## src/design/ncc_pkg.sv

```systemverilog
// shared types, constants and arctangent table for the collinearity check
`timescale 1ns / 1ps
package ncc_pkg;

  localparam int COORD_BITS = 24;
  localparam int ANGLE_BITS = 15;

  localparam int DIFF_BITS = COORD_BITS + 1;
  localparam int PROD_BITS = 2 * DIFF_BITS;
  localparam int SUM_BITS = PROD_BITS + 2;
  localparam int SCALE_BITS = 30;
  localparam int NORM_BITS = (SUM_BITS > SCALE_BITS) ? SUM_BITS : SCALE_BITS;
  localparam int LEN_BITS = $clog2(NORM_BITS + 1);
  localparam int SQ_BITS = 2 * SCALE_BITS;
  localparam int RAD_BITS = SQ_BITS + 2;
  localparam int ROOT_BITS = RAD_BITS / 2;
  localparam int RW = RAD_BITS + 1;
  localparam int SQRT_STEPS = ROOT_BITS;
  localparam int CORDIC_STEPS = 32;
  localparam int CX_BITS = ROOT_BITS + 10 + 5;
  localparam int ACC_BITS = 34;
  localparam int OUT_SHIFT = 31 - ANGLE_BITS;

  localparam logic signed [ACC_BITS-1:0] PI_UNITS = ACC_BITS'(64'd1 << 31);
  localparam logic signed [ACC_BITS-1:0] HALF_PI_UNITS = ACC_BITS'(64'd1 << 30);
  localparam logic [32:0] OUT_HALF = 33'(64'd1 << (30 - ANGLE_BITS));
  localparam logic [ANGLE_BITS:0] FULL_ANGLE = (ANGLE_BITS+1)'(64'd1 << ANGLE_BITS);
  localparam logic [ANGLE_BITS:0] HALF_ANGLE = (ANGLE_BITS+1)'(64'd1 << (ANGLE_BITS - 1));

  typedef struct packed {
    logic                         is_3d;
    logic signed [COORD_BITS-1:0] p1_x;
    logic signed [COORD_BITS-1:0] p1_y;
    logic signed [COORD_BITS-1:0] p1_z;
    logic signed [COORD_BITS-1:0] p2_x;
    logic signed [COORD_BITS-1:0] p2_y;
    logic signed [COORD_BITS-1:0] p2_z;
    logic signed [COORD_BITS-1:0] p3_x;
    logic signed [COORD_BITS-1:0] p3_y;
    logic signed [COORD_BITS-1:0] p3_z;
  } operands_t;

  typedef struct packed {
    logic [ANGLE_BITS:0]   raw_angle;
    logic [ANGLE_BITS-1:0] folded_angle;
    logic                  collinear;
    logic                  degenerate;
  } result_t;

  typedef struct packed {
    logic                  valid;
    logic                  degen;
    logic                  dneg;
    logic [SCALE_BITS-1:0] sd;
  } sqrt_side_t;

  typedef struct packed {
    logic valid;
    logic degen;
    logic bypass;
  } cordic_side_t;

  function automatic logic [29:0] atan_entry(input logic [4:0] k);
    logic [29:0] v;
    case (k)
      5'd0:  v = 30'h20000000;
      5'd1:  v = 30'h12E4051E;
      5'd2:  v = 30'h09FB385B;
      5'd3:  v = 30'h051111D4;
      5'd4:  v = 30'h028B0D43;
      5'd5:  v = 30'h0145D7E1;
      5'd6:  v = 30'h00A2F61E;
      5'd7:  v = 30'h00517C55;
      5'd8:  v = 30'h0028BE53;
      5'd9:  v = 30'h00145F2F;
      5'd10: v = 30'h000A2F98;
      5'd11: v = 30'h000517CC;
      5'd12: v = 30'h00028BE6;
      5'd13: v = 30'h000145F3;
      5'd14: v = 30'h0000A2FA;
      5'd15: v = 30'h0000517D;
      5'd16: v = 30'h000028BE;
      5'd17: v = 30'h0000145F;
      5'd18: v = 30'h00000A30;
      5'd19: v = 30'h00000518;
      5'd20: v = 30'h0000028C;
      5'd21: v = 30'h00000146;
      5'd22: v = 30'h000000A3;
      5'd23: v = 30'h00000051;
      5'd24: v = 30'h00000029;
      5'd25: v = 30'h00000014;
      5'd26: v = 30'h0000000A;
      5'd27: v = 30'h00000005;
      5'd28: v = 30'h00000003;
      5'd29: v = 30'h00000001;
      5'd30: v = 30'h00000001;
      default: v = 30'h00000000;
    endcase
    return v;
  endfunction

endpackage

```

## src/design/ncc_cordic_cell.sv

```systemverilog
// one vectoring rotation of the angle chain
`timescale 1ns / 1ps
module ncc_cordic_cell
  import ncc_pkg::*;
#(
  parameter int STEP = 0
) (
  input  logic                       clk,
  input  logic                       rst,
  input  cordic_side_t               side_in,
  input  logic signed [CX_BITS-1:0]  x_in,
  input  logic signed [CX_BITS-1:0]  y_in,
  input  logic signed [ACC_BITS-1:0] acc_in,
  output cordic_side_t               side_out,
  output logic signed [CX_BITS-1:0]  x_out,
  output logic signed [CX_BITS-1:0]  y_out,
  output logic signed [ACC_BITS-1:0] acc_out
);

  localparam logic signed [ACC_BITS-1:0] ANGLE = ACC_BITS'(atan_entry(5'(STEP)));

  logic signed [CX_BITS-1:0] dx, dy;

  always_comb begin
    dx = y_in >>> STEP;
    dy = x_in >>> STEP;
  end

  always_ff @(posedge clk) begin
    if (rst) begin
      side_out.valid <= 1'b0;
    end else begin
      side_out.valid <= side_in.valid;
    end
    side_out.degen <= side_in.degen;
    side_out.bypass <= side_in.bypass;
    if (side_in.bypass) begin
      x_out <= x_in;
      y_out <= y_in;
      acc_out <= acc_in;
    end else if (y_in > 0) begin
      x_out <= x_in + dx;
      y_out <= y_in - dy;
      acc_out <= acc_in + ANGLE;
    end else begin
      x_out <= x_in - dx;
      y_out <= y_in + dy;
      acc_out <= acc_in - ANGLE;
    end
  end

endmodule

```

## config.mk

```make
export PLATFORM = sky130hd
export DESIGN_NAME = ncc_cordic_cell
export DESIGN_NICKNAME = d
export VERILOG_FILES = /design/src/design/ncc_pkg.sv /design/src/design/ncc_cordic_cell.sv
export SDC_FILE = /design/constraint.sdc
export NUM_CORES = 1
export LEC_CHECK = 0
export BUFFER_PORTS_ARGS = -buffer_cell sky130_fd_sc_hd__buf_2
export CORE_MARGIN = 8
export CORE_UTILIZATION = 40
export CTS_CLUSTER_DIAMETER = 50
export DETAILED_ROUTE_END_ITERATION = 8
export GPL_TIMING_DRIVEN = 0
export HOLD_SLACK_MARGIN = 0.06
export MAX_ROUTING_LAYER = met4
export PLACE_DENSITY = 0.71
export SLEW_MARGIN = 20
export SYNTH_ARGS = -nofsm -noshare
export SYNTH_HDL_FRONTEND = slang
export SYNTH_SLANG_ARGS = --single-unit
```

## constraint.sdc

```tcl
create_clock -name clk -period 5.4 [get_ports clk]
set_clock_uncertainty 0.2 [all_clocks]
set_input_delay 1.08 -clock clk [delete_from_list [all_inputs] [get_ports clk]]
set_output_delay 1.08 -clock clk [all_outputs]
set_load 0.005 [all_outputs]
```

# After elaboration in Yosys (flattened, before gate mapping)
# Cells that the tools add are included.
classes:
  addsub: 5
  mux: 6
  magnitude_cmp: 1
ops:
  columns: ["operator", "count"]
  rows:
  - ["$mux 46", 4]
  - ["$sub 46x46->46", 2]
  - ["$mux 34", 2]
  - ["$add 46x46->46", 1]
  - ["$gt 46x1->1 const B", 1]
  - ["$add 34x31->34 const B", 1]
  - ["$sub 34x31->34 const B", 1]
totals:
  word_cells: 18
  output_inout_bits: 129
  in_bits: 131
  reg_bits: 129

# Logic depth before layout (Yosys ltp)
# Gate-level depths: netlist of the first run.
depth:
  ltp_word: 3
  depth_mapped: 15
  depth_no_buf: 14

# Worst setup path before layout of the first run
# No wires, ideal clock.
synth_timing:
  path_type: "input -> register"
  startpoint: "input x_in[10]"
  endpoint: "register x_out[43]"
  arrival_time_ps: 3994
  t_required_ps: 5130
  n_path_buf: 1
  stages: 14
  setup_time_ps: 70
  setup_slack_ps: 1136
  cell_sequence: "inv_1 ha_1 buf_6 nand2_1 o21ai_0 a221o_1 a31o_1 a221o_1 a31oi_1 o21ai_1 a2111oi_2 mux2_2 a211o_1 a21oi_1"
synth_between:
  elab_chain_len: 3
  elab_cells_between_ends: 4
  classes_between: "add/sub: 2; mux: 2"
synth_rtl:
  columns: ["item", "line_no", "source"]
  rows:
  - ["from (decl)", "ncc_cordic_cell.sv:11", "input logic signed [CX_BITS-1:0] x_in,"]
  - ["$sub 46x46->46 or $add 46x46->46 (tied branches)", "ncc_cordic_cell.sv:46, ncc_cordic_cell.sv:42", null]
  - ["$mux 46 *", "ncc_cordic_cell.sv:41", "end else if (y_in > 0) begin"]
  - ["$mux 46 *", "ncc_cordic_cell.sv:37", "if (side_in.bypass) begin"]
  - ["to (signal assigned)", "ncc_cordic_cell.sv:38", "x_out <= x_in;"]
  - ["to (signal assigned)", "ncc_cordic_cell.sv:42", "x_out <= x_in + dx;"]
  - ["to (signal assigned)", "ncc_cordic_cell.sv:46", "x_out <= x_in - dx;"]
  - ["to (decl)", "ncc_cordic_cell.sv:15", "output logic signed [CX_BITS-1:0] x_out,"]
# Every way passes the cells marked *; elsewhere a longest branch is shown, timed or not.
# A chain may end at the register's enable or synchronous reset.

# Final worst setup path of the first run
layout_timing:
  startpoint: "input x_in[0]"
  endpoint: "register y_out[44]"
layout_between:
  elab_chain_len: 3
  elab_cells_between_ends: 4
  classes_between: "add/sub: 2; mux: 2"
layout_rtl:
  columns: ["item", "line_no", "source"]
  rows:
  - ["$add 46x46->46 or $sub 46x46->46 (tied branches)", "ncc_cordic_cell.sv:47, ncc_cordic_cell.sv:43", null]
  - ["$mux 46 *", "ncc_cordic_cell.sv:41", null]
  - ["$mux 46 *", "ncc_cordic_cell.sv:37", null]
  - ["to (signal assigned)", "ncc_cordic_cell.sv:39", "y_out <= y_in;"]
  - ["to (signal assigned)", "ncc_cordic_cell.sv:43", "y_out <= y_in - dy;"]
  - ["to (signal assigned)", "ncc_cordic_cell.sv:47", "y_out <= y_in + dy;"]
  - ["to (decl)", "ncc_cordic_cell.sv:16", "output logic signed [CX_BITS-1:0] y_out,"]
# Marked as above.

==> results of run 1 <==
==> area by class of cell <==
type	count	area (µm²)
antenna	1	2.50
buffer	93	384
clock buffer	17	425
clock inverter	15	198
fill	3140	15700
inverter	154	578
multi-input combinational	1307	8740
sequential	129	2580
tap	396	495
timing repair buffer	259	1300
==> through the flow <==
| step | std cells | hold slack (ps) |
|---|---|---|
| finish | 2371 | 515 |
| floorplan | 1683 | 908 |
| global placement | 2338 | 982 |
| CTS | 2370 | 499 |
| detailed placement | 2338 | 984 |
| global route | 2370 | 493 |
==> power breakdown <==
part / switching [µW] / leakage (µW) / internal [µW]
Combinational: 989 / 0.00541 / 550
Sequential: 27.0 / 0.00109 / 1080
Clock: 534 / 0.000305 / 741
Total: 1550 / 0.00680 / 2370
==> cells in the mapped netlist, drive strengths merged (10+ instances only) <==
cell type	count
nand2	106
nand4	21
o21a	10
xnor2	83
a21oi	228
buf	29
a21o	42
mux2i	33
o21bai	44
ha	138
a31oi	19
clkbuf	64
nor2	166
o21ai	140
o31ai	17
o211ai	19
nand3	21
dfxtp	129
a211oi	18
nor4	31
nor2b	17
nand2b	10
inv	147
nor3	27
==> worst max-delay path, cell delays in order <==
cell      delay (ps)
buf_2            120
ha_1             230
fa_1             410
nor2b_1          170
o21ai_0          390
a21boi_0         170
o311ai_0        1010
nand3_1          400
a31oi_1          450
o31ai_1          200
a221oi_1         380
o22ai_1          180
xor2_1           220
o21ai_0          100
==> logic make-up (layout without fill, tap and decap cells) <==
kind of cell               Yosys count  in the layout  synth area share
AOI/OAI and AO/OA                  599            599             0.303
muxes                               36             36            0.0297
xor gates and xnor gates            90             90            0.0642
DFF                                129            129             0.210
buffers and inverters              247            538            0.0776
other                                0              1                 0
and+or+nand+nor                    440            440             0.168
adders and majority gates          142            142             0.147
==> layout by cell type (no fill, tap or decap), types with 19 or more instances in the layout <==
master    Yosys  layout
a21o_1       42      42
a21oi_1     227     227
a31oi_1      19      19
buf_2        11     271
clkbuf_1     64      63
dfxtp_1     129     129
ha_1        138     138
inv_1       145     145
mux2i_1      33      33
nand2_1     106     106
nand3_1      21      21
nand4_1      21      21
nor2_1      166     166
nor3_1       27      27
nor4_1       31      30
o211ai_1     19      19
o21ai_0     131     131
o21bai_1     44      44
xnor2_1      83      83
==> registers in the layout, indices dropped and copies added (netlist names) <==
register  count
y_out        46
acc_out      34
x_out        46
side_out      3
==> worst min path at each step <==
stage | startpoint | end | slack [ps] | cells past startpoint
after floorplan | acc_in[0] | acc_out[0]$_DFF_P_ | 910 | 0
final | acc_in[1] | acc_out[1]$_DFF_P_ | 510 | 1
after global routing | acc_in[1] | acc_out[1]$_DFF_P_ | 490 | 1
after CTS | acc_in[13] | acc_out[13]$_DFF_P_ | 500 | 1
after detailed placement | acc_in[1] | acc_out[1]$_DFF_P_ | 980 | 1
after global placement | acc_in[24] | acc_out[24]$_DFF_P_ | 980 | 1
==> per-layer routing <==
layer,vias up,track usage,part of all wire
met5,-,-,0
met4,0,0.108,0.028
met3,98,0.0569,0.084
met2,794,0.521,0.46
met1,6739,0.409,0.43
li1,6487,-,-
==> what timing repair did <==
action,in CTS,in global routing
gates resized for setup,2,0
hold buffers,0,0
setup endpoints to repair,1,0
==> flow_summary.toml, run 1 <==
[yosys]
synth-edff-count = 0
syn-num-nets = 1956
yosys-top-cells-area = "dfxtp_1 21%, ha_1 14%, a21oi_1 9.3%"
synth_cell_types = 82
yosys_warnings = 0
ys_ff_latch = 129
synth_top_area_cell = "dfxtp_1"
netlist.area_leader.share = 0.210
synth-main-ff-cell = "dfxtp_1"
syn_area_mm2 = 0.0123
synthArstFlopShare = 0
seq_area_frac_synth = 0.210
synth_cells = 1683
synth.avg_cell_area_um2 = 7.29

[global_route]
grt_pass1_vias = 13766
overflow = 0
grt_max_degree = 17
groute.usage.overall = 0.325
antenna_found_initial = 0
grt_pass1_wl_um = 87200

[setup_path]
crit_path_end = "y_out[44]$_DFF_P_"
endpoint_kind = "flop"
worstSetupStartpoint = "x_in[0]"
required_ps = 5510
cp-start-kind = "input port"
timing_worst_setup_path_type = "in2reg"
worstPathArrival_ps = 5520
crit_fanout = 3

[drt]
drt_iter0_drc = 1584
drt-pass1-iter-count = 5
routed_via_density = 5.95
antenna_left = 0
wl_per_cell_um = 25.1
post-route-drc-count = 0
finalWirelength_um = 59400
vias = 14118

[floorplanning]
dieArea_mm2 = 0.0365
rows = 64
die_w_um = 191
core_area_mm2 = 0.0304
io_pins = 260
die_h_um = 191
initial_core_util = 0.403

[place]
hpwl_um = 47700
io_buffers = 259
dpl-instance-area_mm2 = 0.0141
pre_cts_slack_ps = -569
gp_congestion = 1.00

[pwr]
total_power_uw = 3920
p_leak_uw = 0.00680
irDropWorstVdd_uv = 232
power_density_mw_per_mm2 = 266

[clocking]
cts_buffers = 17
clk_pin_slew_ps = 60
clock-sinks = 129
htree_levels = 4
cts_tree = "yes"
post-cts-setup-buffers = 0
cts-root-buf = "clkbuf_16"
cts_max_path_buffers = 2

[final_layout]
syn2layout_area_growth_pct = 19.8
nNetsFinal = 2234
fin_util = 0.483
finalInstanceArea_mm2 = 0.0147
drive_gt1_frac = 0.169

[sta]
period_share = 1.00
hold_viol = 0
setup-violations-final = 1
layout_setup_ws_ps = -11.0
period_needed_ps = 5410
relSlewSlack = 0.196
tns_ps = -11.0
grt_setup_unrepaired = "false"
fmax_mhz = 185
worstMarginPinSlew_ps = 1210
slew_viol_final = 0

[worst_hold_path]
hold_class = "in2reg"

[outcome]
status = "finished, violations left"
violations = "setup timing"

[run]
maxCapViolations = 0
Power figures use the tool's default switching activity.
==> run 2: changes to the inputs <==
--- a/config.mk
+++ b/config.mk
@@ -14,6 +14,7 @@
 export HOLD_SLACK_MARGIN = 0.06
 export MAX_ROUTING_LAYER = met4
 export PLACE_DENSITY = 0.71
+export RECOVER_POWER = 100
 export SLEW_MARGIN = 20
 export SYNTH_ARGS = -nofsm -noshare
 export SYNTH_HDL_FRONTEND = slang
==> run 2 against run 1 <==
The flow still finishes with violations (setup timing). Total power is 0.64% lower. Die area stayed put. Setup slack lost 48 ps. Combinational power about the same. Hold slack improved by 3.1 ps. Clock-buffer cell count is the same. Maximum frequency fell by 0.89%. Flip-flop and latch count stayed put. Wire length is essentially flat. Critical path type unchanged. Critical endpoint unchanged.
==> flow_summary.toml, run 2 (synthesized netlist as in run 1, its figures left out) <==
[outcome]
status = "finished, violations left"
violations = "setup timing"

[sta]
period_share = 1.01
relSlewSlack = 0.203
worstMarginPinSlew_ps = 1200
holdWs_ps = 518
grt_setup_unrepaired = "false"
fmax_mhz = 183
tns_ps = -59.5
period_needed_ps = 5460
setup-violations-final = 1
layout_setup_ws_ps = -59.5
hold_viol = 0
slew_viol_final = 0

[clocking]
htree_levels = 4
cts_max_path_buffers = 2
cts_tree = "yes"
clk_pin_slew_ps = 70
cts-root-buf = "clkbuf_16"
postCtsHoldBufs = 0
clock-sinks = 129
cts_buffers = 17

[final_layout]
fillers = 3173
final_cells = 2371
drive_gt1_frac = 0.118
final_common_cell = "a21oi_1"
nNetsFinal = 2234
final_cell_mix = "227 x a21oi_1, 171 x buf_2, 166 x nor2_1, 166 x clkbuf_1, 145 x inv_1"
reg_top3 = "x_out: 46 flops, y_out: 46 flops, acc_out: 34 flops"
syn2layout_area_growth_pct = 18.8
finalInstanceArea_mm2 = 0.0146
fin_util = 0.479

[drt]
drt-pass1-iter-count = 6
wl_per_cell_um = 25.1
post-route-drc-count = 0
finalWirelength_um = 59500
vias = 14055
drt_iter0_drc = 1637
antenna_left = 0
routed_via_density = 5.93

[floorplanning]
initial_core_util = 0.403
dieArea_mm2 = 0.0365
rows = 64
core_area_mm2 = 0.0304
die_h_um = 191
io_pins = 260
die_w_um = 191

[global_route]
grt_max_degree = 17
overflow = 0
grt_pass1_vias = 13766
antenna_found_initial = 0
groute.usage.overall = 0.325
grt_pass1_wl_um = 87200

[pwr]
p_seq_frac = 0.284
internal_power_uw = 2340
p_comb_frac = 0.389
p_leak_uw = 0.00653
swShare = 0.398
irDropWorstVdd_uv = 230
switchingPower_uw = 1550
power_density_mw_per_mm2 = 267
clockPowerShare = 0.327

[place]
dp.cells = 2338
io_buffers = 259
hpwl_um = 47700
gp_congestion = 1.00
dpl-instance-area_mm2 = 0.0141

[setup_path]
crit_top_cell = "o21ai_0"
slowest_stage = "o311ai_0"
worst-path-buf-inv = 1
timing_worst_setup_path_type = "in2reg"
required_ps = 5500
crit_fanout = 3
cp-start-kind = "input port"
endpoint_kind = "flop"
path_cells = "buf_2 -> ha_1 -> fa_1 -> nor2b_1 -> o21ai_0 -> a21boi_0 -> o311ai_0 -> nand3_1 -> a31oi_1 -> o31ai_1 -> a221oi_1 -> o22ai_1 -> xor2_1 -> o21ai_0"
cp_top_family = "compound AO/OA/AOI/OAI gates"
critPathMaxStageDelay_ps = 1010
worstPathArrival_ps = 5560

[worst_hold_path]
hold_class = "in2reg"

[run]
maxCapViolations = 0
==> run 2: power by group through the flow <==
stage | registers, µW | logic [µW] | clock network [µW]
finish | 1110 | 1510 | 1270
global route | 1120 | 1630 | 1330
CTS | 1100 | 1510 | 1290
detailed placement | 1120 | 1500 | 0
global placement | 1120 | 1500 | 0
floorplan | 1150 | 884 | 0
==> run 2: through the flow <==
stage          setup WS [ps]  power (µW)
2_1_floorplan           1140        2030
3_3_place_gp            -540        2620
3_5_place_dp            -569        2620
4_1_cts                  185        3900
5_1_grt                 10.7        4070
6_report               -59.5        3890
==> run 2: repair_timing <==
| item | 4_1_cts | 5_1_grt |
|---|---|---|
| setup endpoints to repair | 1 | 0 |
| setup buffers | 0 | 0 |
| gates resized for setup | 2 | 0 |
==> run 2: path summary, 6_finish.rpt <==
check / startpoint / end / cells past startpoint
max: x_in[0] / y_out[44]$_DFF_P_ / 14
min: acc_in[1] / acc_out[1]$_DFF_P_ / 1
==> run 2: routing by layer <==
layer	vias to the layer above	wire (µm)	global-route usage
li1	6485	-	-
met1	6683	25300	0.409
met3	100	5020	0.0569
met4	0	1730	0.108
met5	-	0	-
met2	787	27400	0.521
==> run 2: area by class of cell <==
cell class                      instances  area, µm²  area share
Multi-Input combinational cell       1307       8740       0.600
Timing Repair Buffer                  259       1170      0.0803
Clock inverter                         15        198      0.0136
Sequential cell                       129       2580       0.177
Buffer                                 93        384      0.0264
Antenna cell                            1       2.50    0.000172
Clock buffer                           17        425      0.0292
Tap cell                              396        495      0.0340
Inverter                              154        578      0.0397
==> run 3: changes to the inputs <==
--- a/config.mk
+++ b/config.mk
@@ -7,13 +7,13 @@
 export LEC_CHECK = 0
 export BUFFER_PORTS_ARGS = -buffer_cell sky130_fd_sc_hd__buf_2
 export CORE_MARGIN = 8
-export CORE_UTILIZATION = 40
+export CORE_UTILIZATION = 32
 export CTS_CLUSTER_DIAMETER = 50
 export DETAILED_ROUTE_END_ITERATION = 8
 export GPL_TIMING_DRIVEN = 0
 export HOLD_SLACK_MARGIN = 0.06
 export MAX_ROUTING_LAYER = met4
-export PLACE_DENSITY = 0.71
+export PLACE_DENSITY = 0.61
 export RECOVER_POWER = 100
 export SLEW_MARGIN = 20
 export SYNTH_ARGS = -nofsm -noshare
==> run 3 against run 2 <==
The run now ends clean. Final cell count is 4.8% higher. Die area grew 23%. Global-route usage down 5.6 points. First-iteration DRC count decreased by 22%. Largest power group unchanged.
==> flow_summary.toml, run 3 (synthesized netlist as in run 1, its figures left out) <==
[place]
gp_congestion = 1.00
hpwl_um = 48600
io_buffers = 259
dp.cells = 2453

[floorplanning]
rows = 71
die_w_um = 212
core_area_mm2 = 0.0378
initial_core_util = 0.325
io_pins = 260
dieArea_mm2 = 0.0449
die_h_um = 212

[clocking]
cts_tree = "yes"
cts_buffers = 17
clock-sinks = 129
htree_levels = 4
post-cts-setup-buffers = 0
cts_max_path_buffers = 2
clk_pin_slew_ps = 60
cts-root-buf = "clkbuf_16"

[final_layout]
drive_gt1_frac = 0.118
final_cell_mix = "227 x a21oi_1, 174 x buf_2, 166 x nor2_1"
reg_top3 = "x_out: 46 flops, y_out: 46 flops, acc_out: 34 flops"
final_common_cell = "a21oi_1"
nNetsFinal = 2234
syn2layout_area_growth_pct = 19.3
fillers = 4148
final_cells = 2485
antennaDiodeCount = 0
fin_util = 0.388

[sta]
tns_ps = 0
period_share = 0.974
setup-violations-final = 0
slew_viol_final = 0
relSlewSlack = 0.165
grt_setup_unrepaired = "false"
hold_viol = 0
fmax_mhz = 190
period_needed_ps = 5260
worstMarginPinSlew_ps = 1240

[global_route]
grt_most_used_layer = "met2"
grt_pass1_vias = 14135
grt_max_degree = 17
grt_use_met1 = 0.336
overflow = 0
antenna_found_initial = 0
grt.met2_usage = 0.428
grt_pass1_wl_um = 88500
groute.usage.overall = 0.269
grt_util_met3 = 0.0457

[drt]
drt_iter0_drc = 1270
drt-pass1-iter-count = 6
vias = 13885
finalWirelength_um = 60600
wl_per_cell_um = 24.4
post-route-drc-count = 0
antenna_left = 0
routed_via_density = 5.59

[setup_path]
worstSetupStartpoint = "y_in[23]"
worstPathArrival_ps = 5390
crit_fanout = 12
required_ps = 5540
cp-start-kind = "input port"
timing_worst_setup_path_type = "in2reg"
endpoint_kind = "flop"

[pwr]
power_density_mw_per_mm2 = 257
irDropWorstVdd_uv = 210
p_leak_uw = 0.00650

[outcome]
status = "completed"

[worst_hold_path]
hold_class = "in2reg"
min_from = "acc_in[21]"

[run]
maxCapViolations = 0
run 3: changes by cell type in the layout (fill, tap and decap cells not counted), sizes merged:
cell           delta
buf               +4
bufinv            -2
clkbuf            -1
clkdlybuf4s15     -1
clkinvlp          +1
diode             -1
inv               -1
run 3: final cells by class:
class / count / area [µm²] / share of cell area
clock buffer: 19 / 443 / 0.0302
tap: 511 / 639 / 0.0436
multi-input combinational: 1307 / 8730 / 0.596
buffer: 93 / 370 / 0.0253
sequential: 129 / 2580 / 0.176
timing repair buffer: 259 / 1180 / 0.0803
inverter: 154 / 578 / 0.0395
clock inverter: 13 / 125 / 0.00854
run 3: critical path: stages:
cell	delay (ps)
clkbuf_1	160
nor4_1	860
nand4_1	180
nor3_1	220
or2_2	130
clkbuf_1	320
clkbuf_1	730
clkbuf_2	580
ha_1	370
a21o_1	190
a21oi_1	160
xnor2_1	130
nor2_1	80
xor2_1	180
run 3: path summary, 6_finish.rpt:
kind	endpoint	slack (ps)	cells past startpoint
worst max-delay path	acc_out[33]$_DFF_P_	140	14
worst min-delay path	acc_out[21]$_DFF_P_	520	1
run 3: timing repair:
action,4_1_cts,5_1_grt
gates resized for setup,0,3
endpoints found under the setup margin,0,4
hold buffers,0,0
run 3: per-layer routing:
layer,up-vias,part of all wire
li1,6470,-
met1,6597,0.43
met2,699,0.45
met3,119,0.076
met4,0,0.037
met5,-,0
run 3: where the power goes:
group / switching (µW) / internal [µW]
clock: 500 / 652
sequential: 29.6 / 1080
combinational: 989 / 523
run 3: per-stage QoR:
step	total power, µW	setup WS [ps]	area (µm²)	hold WS [ps]
floorplan	2030	1140	12300	908
global placement	2630	-493	14200	982
detailed placement	2630	-455	14200	984
CTS	3800	13.5	14800	502
global route	3980	93.2	14600	501
finish	3770	143	14600	522
